--- config.mk ---
export PLATFORM = sky130hd
export DESIGN_NAME = line_pixel_stepper_core
export DESIGN_NICKNAME = d
export VERILOG_FILES = /design/src/lps_pkg.sv /design/src/line_pixel_stepper_core.sv
export SDC_FILE = /design/constraint.sdc
export NUM_CORES = 1
export LEC_CHECK = 0
export ABC_AREA = 1
export BUFFER_PORTS_ARGS = -buffer_cell sky130_fd_sc_hd__buf_2
export CORE_AREA = 2 2 153 155
export CTS_CLUSTER_DIAMETER = 200
export DETAILED_ROUTE_END_ITERATION = 8
export DIE_AREA = 0 0 155 157
export GPL_TIMING_DRIVEN = 0
export PLACE_DENSITY = 0.8
export SLEW_MARGIN = 5
export SYNTH_ARGS = -nofsm -noshare
export SYNTH_HDL_FRONTEND = slang
export SYNTH_SLANG_ARGS = --single-unit
export TNS_END_PERCENT = 20
--- constraint.sdc ---
create_clock -name i_clk -period 6.35 [get_ports i_clk]
set_input_delay 0.3175 -clock i_clk [delete_from_list [all_inputs] [get_ports i_clk]]
set_output_delay 0.3175 -clock i_clk [all_outputs]
set_load 0.005 [all_outputs]
--- src/lps_pkg.sv ---
// Package for the line pixel stepper: shared types and fixed field widths.
// No dependencies; used by line_pixel_stepper_core.
package lps_pkg;

    // Widths fixed by the result and configuration fields.
    localparam int ADDR_W  = 22;
    localparam int COLOR_W = 24;
    localparam int CHAN_W  = 8;

    // Action codes carried by an input beat.
    typedef enum logic [0:0] {
        ACT_LOAD = 1'b0,
        ACT_STEP = 1'b1
    } t_action;

endpackage

--- src/line_pixel_stepper_core.sv ---
// Bresenham line stepper core: line set-up, per-pixel stepping, frame-buffer addressing.
// Depends on lps_pkg for the action codes and field widths.
//
//  channel | direction | handshake                 | payload
//  --------+-----------+---------------------------+-------------------------------------------
//  in      | input     | i_in_valid / o_in_stall   | action, start x/y, end x/y
//  out     | output    | o_out_valid / i_out_stall | pixel x/y, address, in_buffer, colour, last
//  cfg     | input     | i_cfg_we                  | line colour (24 bits)
//
// For each beat the line state registers feed one add, compare and subtract stage and a
// constant multiply for the address, and the pixel lands in the output register on the
// following edge. One pixel per clock is sustained while the output is not stalled.
// A load beat gives no output beat. A step beat while no line is active gives nothing.
// The input stalls only while the output register is full and its own beat is stalled.
// Reset (synchronous, active low) drops any line in progress and clears the colour.
module line_pixel_stepper_core #(
    parameter int SCREEN_W   = 1024,
    parameter int SCREEN_H   = 1024,
    parameter int COORD_BITS = 12
) (
    input  logic                           i_clk,
    input  logic                           i_rst_n,
    // Configuration port.
    input  logic                           i_cfg_we,
    input  logic [lps_pkg::COLOR_W-1:0]    i_cfg_data,
    // Input channel.
    input  logic                           i_in_valid,
    output logic                           o_in_stall,
    input  lps_pkg::t_action               i_action,
    input  logic signed [COORD_BITS-1:0]   i_start_x,
    input  logic signed [COORD_BITS-1:0]   i_start_y,
    input  logic signed [COORD_BITS-1:0]   i_end_x,
    input  logic signed [COORD_BITS-1:0]   i_end_y,
    // Output channel.
    output logic                           o_out_valid,
    input  logic                           i_out_stall,
    output logic signed [COORD_BITS-1:0]   o_pixel_x,
    output logic signed [COORD_BITS-1:0]   o_pixel_y,
    output logic [lps_pkg::ADDR_W-1:0]     o_pixel_address,
    output logic                           o_in_buffer,
    output logic [lps_pkg::CHAN_W-1:0]     o_color_red,
    output logic [lps_pkg::CHAN_W-1:0]     o_color_green,
    output logic [lps_pkg::CHAN_W-1:0]     o_color_blue,
    output logic                           o_last
);
    import lps_pkg::*;

    // Stored error term and its working width (twice a sum of two deltas).
    localparam int ERR_W        = COORD_BITS + 1;
    localparam int SUM_W        = COORD_BITS + 3;
    localparam int ROW_STRIDE   = SCREEN_W * 3;
    localparam int ADDR_FULL_W  = $clog2(SCREEN_H * SCREEN_W * 3 + 1);

    // Line state.
    logic signed [COORD_BITS-1:0] r_cur_x, r_cur_y, r_stop_major;
    logic [COORD_BITS-1:0]        r_delta_x_abs, r_delta_y_abs;
    logic signed [ERR_W-1:0]      r_error_sum;
    logic                         r_step_x_neg, r_step_y_neg, r_x_major, r_line_active;
    logic [COLOR_W-1:0]           r_line_color;

    logic signed [COORD_BITS-1:0] n_cur_x, n_cur_y, n_stop_major;
    logic [COORD_BITS-1:0]        n_delta_x_abs, n_delta_y_abs;
    logic signed [ERR_W-1:0]      n_error_sum;
    logic                         n_step_x_neg, n_step_y_neg, n_x_major, n_line_active;

    // Output register.
    logic                         r_out_valid;
    logic signed [COORD_BITS-1:0] r_pixel_x, r_pixel_y;
    logic [ADDR_W-1:0]            r_pixel_address;
    logic                         r_in_buffer, r_last;
    logic [COLOR_W-1:0]           r_out_color;

    logic in_beat, out_beat, emit;

    // Set-up terms for a load beat.
    logic signed [COORD_BITS:0]   ld_dx, ld_dy;
    logic [COORD_BITS-1:0]        ld_adx, ld_ady;
    logic                         ld_x_major;

    // Stepping terms.
    logic [COORD_BITS-1:0]        x_inc, y_inc;
    logic signed [COORD_BITS-1:0] x_adv, y_adv;
    logic [COORD_BITS-1:0]        dmaj, dmin;
    logic signed [SUM_W-1:0]      dmaj_ext, dmin_ext, err_pre, err_twice, err_post;
    logic                         minor_step, step_last;

    // Address terms.
    logic signed [31:0]           px_ext, py_ext;
    logic                         in_frame;
    logic [ADDR_FULL_W-1:0]       row_idx, col_idx, addr_full;

    // Handshake.
    assign out_beat   = r_out_valid && !i_out_stall;
    assign o_in_stall = r_out_valid && i_out_stall;
    assign in_beat    = i_in_valid && !o_in_stall;
    assign emit       = in_beat && (i_action == ACT_STEP) && r_line_active;

    // Endpoint differences, directions and major axis for a load.
    always_comb begin
        ld_dx      = ERR_W'(i_end_x) - ERR_W'(i_start_x);
        ld_dy      = ERR_W'(i_end_y) - ERR_W'(i_start_y);
        ld_adx     = ld_dx[COORD_BITS] ? COORD_BITS'(-ld_dx) : ld_dx[COORD_BITS-1:0];
        ld_ady     = ld_dy[COORD_BITS] ? COORD_BITS'(-ld_dy) : ld_dy[COORD_BITS-1:0];
        ld_x_major = ld_adx > ld_ady;
    end

    // One Bresenham step: advance the major axis, accumulate the minor delta and
    // move the minor axis once twice the error reaches the major delta.
    always_comb begin
        x_inc      = r_step_x_neg ? {COORD_BITS{1'b1}} : COORD_BITS'(1);
        y_inc      = r_step_y_neg ? {COORD_BITS{1'b1}} : COORD_BITS'(1);
        x_adv      = r_cur_x + $signed(x_inc);
        y_adv      = r_cur_y + $signed(y_inc);
        dmaj       = r_x_major ? r_delta_x_abs : r_delta_y_abs;
        dmin       = r_x_major ? r_delta_y_abs : r_delta_x_abs;
        dmaj_ext   = $signed({{(SUM_W-COORD_BITS){1'b0}}, dmaj});
        dmin_ext   = $signed({{(SUM_W-COORD_BITS){1'b0}}, dmin});
        err_pre    = SUM_W'(r_error_sum) + dmin_ext;
        err_twice  = err_pre <<< 1;
        minor_step = err_twice >= dmaj_ext;
        err_post   = minor_step ? err_pre - dmaj_ext : err_pre;
        step_last  = (r_x_major ? x_adv : y_adv) == r_stop_major;
    end

    // Bottom-up BGR address of the current pixel.
    always_comb begin
        px_ext    = 32'(r_cur_x);
        py_ext    = 32'(r_cur_y);
        in_frame  = (px_ext >= 0) && (px_ext < SCREEN_W)
                    && (py_ext >= 1) && (py_ext <= SCREEN_H);
        row_idx   = ADDR_FULL_W'(SCREEN_H - py_ext);
        col_idx   = ADDR_FULL_W'(px_ext);
        addr_full = row_idx * ADDR_FULL_W'(ROW_STRIDE) + (col_idx << 1) + col_idx;
    end

    // Next line state.
    always_comb begin
        n_cur_x       = r_cur_x;
        n_cur_y       = r_cur_y;
        n_stop_major  = r_stop_major;
        n_delta_x_abs = r_delta_x_abs;
        n_delta_y_abs = r_delta_y_abs;
        n_error_sum   = r_error_sum;
        n_step_x_neg  = r_step_x_neg;
        n_step_y_neg  = r_step_y_neg;
        n_x_major     = r_x_major;
        n_line_active = r_line_active;
        if (in_beat && (i_action == ACT_LOAD)) begin
            n_cur_x       = i_start_x;
            n_cur_y       = i_start_y;
            n_stop_major  = ld_x_major ? i_end_x : i_end_y;
            n_delta_x_abs = ld_adx;
            n_delta_y_abs = ld_ady;
            n_error_sum   = '0;
            n_step_x_neg  = !(ld_dx > 0);
            n_step_y_neg  = !(ld_dy > 0);
            n_x_major     = ld_x_major;
            n_line_active = ld_x_major ? (i_start_x != i_end_x) : (i_start_y != i_end_y);
        end else if (emit) begin
            n_cur_x       = (r_x_major || minor_step) ? x_adv : r_cur_x;
            n_cur_y       = (!r_x_major || minor_step) ? y_adv : r_cur_y;
            n_error_sum   = ERR_W'(err_post);
            n_line_active = !step_last;
        end
    end

    // Line state registers; only the active flag needs a reset.
    always_ff @(posedge i_clk) begin
        r_cur_x       <= n_cur_x;
        r_cur_y       <= n_cur_y;
        r_stop_major  <= n_stop_major;
        r_delta_x_abs <= n_delta_x_abs;
        r_delta_y_abs <= n_delta_y_abs;
        r_error_sum   <= n_error_sum;
        r_step_x_neg  <= n_step_x_neg;
        r_step_y_neg  <= n_step_y_neg;
        r_x_major     <= n_x_major;
        if (!i_rst_n) begin
            r_line_active <= 1'b0;
        end else begin
            r_line_active <= n_line_active;
        end
    end

    // Colour register.
    always_ff @(posedge i_clk) begin
        if (!i_rst_n) begin
            r_line_color <= '0;
        end else if (i_cfg_we) begin
            r_line_color <= i_cfg_data;
        end
    end

    // Output register: loaded by an emitting step, emptied when its beat is taken.
    always_ff @(posedge i_clk) begin
        if (!i_rst_n) begin
            r_out_valid <= 1'b0;
        end else if (emit) begin
            r_out_valid <= 1'b1;
        end else if (out_beat) begin
            r_out_valid <= 1'b0;
        end
    end

    always_ff @(posedge i_clk) begin
        if (emit) begin
            r_pixel_x       <= r_cur_x;
            r_pixel_y       <= r_cur_y;
            r_pixel_address <= in_frame ? ADDR_W'(addr_full) : '0;
            r_in_buffer     <= in_frame;
            r_out_color     <= r_line_color;
            r_last          <= step_last;
        end
    end

    assign o_out_valid     = r_out_valid;
    assign o_pixel_x       = r_pixel_x;
    assign o_pixel_y       = r_pixel_y;
    assign o_pixel_address = r_pixel_address;
    assign o_in_buffer     = r_in_buffer;
    assign o_color_red     = r_out_color[3*CHAN_W-1:2*CHAN_W];
    assign o_color_green   = r_out_color[2*CHAN_W-1:CHAN_W];
    assign o_color_blue    = r_out_color[CHAN_W-1:0];
    assign o_last          = r_last;

    // A stepping beat on an active line always leaves a pixel in the output register.
    a_step_emits: assert property (@(posedge i_clk) disable iff (!i_rst_n)
        (in_beat && (i_action == ACT_STEP) && r_line_active) |=> o_out_valid)
        else $error("active step did not produce a pixel");

    // The final pixel of a line leaves the stepper idle.
    a_last_ends_line: assert property (@(posedge i_clk) disable iff (!i_rst_n)
        (emit && step_last) |=> !r_line_active)
        else $error("line still active after its final pixel");

    // Pixels outside the buffer carry a zero address.
    a_outside_zero: assert property (@(posedge i_clk) disable iff (!i_rst_n)
        (o_out_valid && !o_in_buffer) |-> (o_pixel_address == '0))
        else $error("outside pixel has a non-zero address");

    // The error term stays within half the major delta either side while drawing.
    a_error_bound: assert property (@(posedge i_clk) disable iff (!i_rst_n)
        r_line_active |-> ((SUM_W'(r_error_sum) <<< 1) <= dmaj_ext)
                       && ((SUM_W'(r_error_sum) <<< 1) >= -dmaj_ext))
        else $error("error term out of range");

endmodule
==> impl_metrics.toml <==
[yosys]
yosys.area_share.simple_pct = 23.6
synthMuxAreaShare_pct = 0
synth_top_family_by_area = "simple AND/OR/NAND/NOR gates"
synthFlopType = "edfxtp_1"
synth_xor_area_share_pct = 6.19
netlist_area_um2 = 13400
synth-edff-count = 135
synth.top_cell.area_share_pct = 30.3
synth-async-reset-ratio_pct = 0
avgSynthCellArea_um2 = 7.83
ys_top_cells_by_area = "edfxtp_1 (30%), ha_1 (13%), nand2_1 (11%), inv_1 (6.9%), dfxtp_1 (5.8%)"
yosys.cell_types.count = 42
ys_warn_count = 0
synth-adder-area-share_pct = 14.7
seq_area_frac_synth_pct = 36.1
ys_seq_elements = 174
synth-compound-area-share_pct = 11.4
syn-num-nets = 1939
yosys.area.top_type = "edfxtp_1"
synth_cells = 1710

[worst_setup_path]
cp_max_fo = 12
endpoint_kind = "flip-flop"
crit_type = "flip-flop to flip-flop"
cp.required_ps = 6420
arrival_ps = 5970
start_kind = "flip-flop"

[timing]
max_clock_freq_mhz = 169
slew_violations = 0
worst_pin_slew_ps = 864
period_share_pct = 92.9
tns_ps = 0
setup_viol = 0
holdWs_ps = 86.5
finalClockSkew_ps = 10.6
hold_viol = 0
relSlewSlack_pct = 42.2
period_needed_ps = 5900
rsz0062_at_grt = "false"

[floorplan]
die_h_um = 157
row_count = 55
core-area_um2 = 22500
die_x_um = 155
die-area_um2 = 24300
io_pins = 152
start_util_pct = 59.5

[grt]
gr-total-overflow = 0
grt_pass1_wl_mm = 54.4
grt_util_all_layers_pct = 28.0
grt_pass1_vias = 11600
grt_max_degree = 62
antenna_found_initial = 0

[detailed_routing]
drt-initial-drc-count = 891
avgViaCountPerCell = 5.55
wire_per_inst_um = 15.4
routed_wl_mm = 33.6
antenna_left = 0
dr.pass1.iters = 6
remaining_drc_errors = 0
dr_total_vias = 12100

[clock_network]
post_cts_buffers = 0
clockBufferDepth = 2
postCtsResizedCells = 0
cts_made_buffers = 17
cts_hold_buf = 0
cts.sinks = 174
cts-root-buf = "clkbuf_16"
path_clk_slew_ps = 80
h-tree-depth = 4
clkLatencyLatePin_ps = 450
cts_tree = "yes"

[power_and_ir_drop]
pwr-share-comb_pct = 58.6
p_seq_share_pct = 24.2
irDropWorstVdd_mv = 0.272
pwr-share-clk_pct = 17.3
p_int_mw = 3.30
p_per_area_nw_per_um2 = 415
p_sw_mw = 3.01
p_leak_nw = 7.48
switching_share_pct = 47.7

[placement]
io_buffers = 151
globalplace.congestion = 0.980
placed_area_um2 = 14600
dpl.hpwl_mm = 27.1
placed_cells = 2148

[layout]
layout-drive-gt1-share_pct = 12.5
diodes = 0
syn_to_final_growth_pct = 13.5
finalNetCount = 2111
n_fill_cell = 1897
layout.cells.non_filler = 2180
stdcell_area_um2 = 15200

[status]
status = "completed"

[flow_run]
cap_violations = 0

[worst_hold_path]
hold_class = "input port to flip-flop"
==> worst max-delay path, stage by stage, from the launching register on <==
cell and delay (ps):
edfxtp_1 350, buf_2 220, buf_1 460, clkbuf_1 390
clkbuf_1 450, nand2_1 100, o21ai_0 230, ha_1 330
nand3_1 80, nand2_1 120, a21oi_1 240, o21bai_1 120
or2_2 280, nand2_1 110, inv_1 90, ha_1 290
inv_1 50, nor3_1 220, nand2_1 100, o21bai_1 160
nor2_1 70, nand3_2 150, nand2_2 110, buf_6 170
a31oi_2 630
==> power by group through the flow <==
| stage | logic [mW] | clock network, mW | registers (mW) |
|---|---|---|---|
| 6_report | 3.69 | 1.09 | 1.53 |
| 5_1_grt | 4.18 | 1.14 | 1.54 |
| 3_5_place_dp | 3.59 | 0 | 1.55 |
| 3_3_place_gp | 3.47 | 0 | 1.54 |
| 4_1_cts | 3.64 | 1.10 | 1.52 |
| 2_1_floorplan | 2.78 | 0 | 1.51 |
==> cells in the final DEF, fill, tap and decap left out, types with 7 or more instances in the layout <==
cell type	instances
nor2_1	130
nor3_1	18
nand3_1	128
nand4_1	23
nand2_1	404
a21oi_2	9
a31oi_1	7
xnor2_1	19
fa_1	10
clkbuf_16	17
clkinv_8	7
dfxtp_1	39
buf_2	155
o21ai_1	7
nand3b_1	18
o21bai_1	8
clkbuf_1	18
xor2_1	57
a21oi_1	110
inv_1	246
edfxtp_1	135
xor2_2	10
o21ai_0	110
ha_1	141
==> path summary, 6_finish.rpt <==
check	cells past startpoint	start	slack [ps]	end
setup / recovery	24	r_x_major	450	r_cur_x[8]
hold / removal	3	i_cfg_data[17]	90	r_line_color[17]
setup reg to reg	24	r_x_major	450	r_cur_x[8]
hold reg to reg	0	r_line_color[11]	430	r_out_color[11]
==> metal layers <==
metal  vias to the layer above  part of all wire [%]  global-route usage [%]
li1                       6039                     -                       -
met1                      5534                    44                    36.1
met2                       440                    46                    47.5
met3                        76                   6.0                    2.97
met4                         0                   4.1                    13.1
met5                         -                     0                       0
==> metrics by stage <==
step / utilization (%) / setup WS [ps] / power, mW
after global placement: 64.4 / 201 / 5.02
after global routing: 67.5 / 53.5 / 6.86
after detailed placement: 64.7 / 155 / 5.14
after CTS: 67.5 / 117 / 6.26
final: 67.5 / 449 / 6.31
after floorplan: - / 1520 / 4.30
==> area by class of cell <==
type	count	area (um2)	share of cell area [%]
inverters	251	942	6.20
well taps	285	357	2.35
clock inverters	15	209	1.38
clock buffers	17	425	2.80
plain buffers	30	145	0.955
flip-flops and latches	174	4830	31.8
multi-input cells	1255	7480	49.2
repair buffers	153	803	5.29
==> cells by family (layout without fill, tap and decap cells) <==
family	after synthesis	count (layout)
and+or+nand+nor	741	741
buffers and inverters	281	466
AOI/OAI and AO/OA	277	277
DFF	174	174
adders and majority gates	151	151
xor gates and xnor gates	86	86
==> cell usage after synthesis, drive strengths merged, types with 3 or more instances <==
cell and instances:
a21o 6, nor3 19, a21oi 119, clkbuf 19, ha 141, xnor2 19, o21ai 119, nand3b 18
inv 251, fa 10, dfxtp 39, a211oi 3, nand3 130, o31ai 3, o21bai 8, nor2 132
nand4 23, or2 4, a31oi 9, buf 11, o211ai 5, nand2 410, xor2 67, edfxtp 135
==> state kept, by name, summed over array words and instances, names as in the netlist <==
register and count:
r_cur_y 12, r_error_sum 13, r_line_color 24, r_cur_x 12, r_x_major 1, o_out_valid 1
r_line_active 1, o_pixel_x 12, o_last 1, r_delta_x_abs 12, o_pixel_address 22, r_out_color 24
o_pixel_y 12, r_step_y_neg 1, r_step_x_neg 1, r_stop_major 12, r_delta_y_abs 12, o_in_buffer 1
No activity file was read; power rests on OpenSTA's default activity.
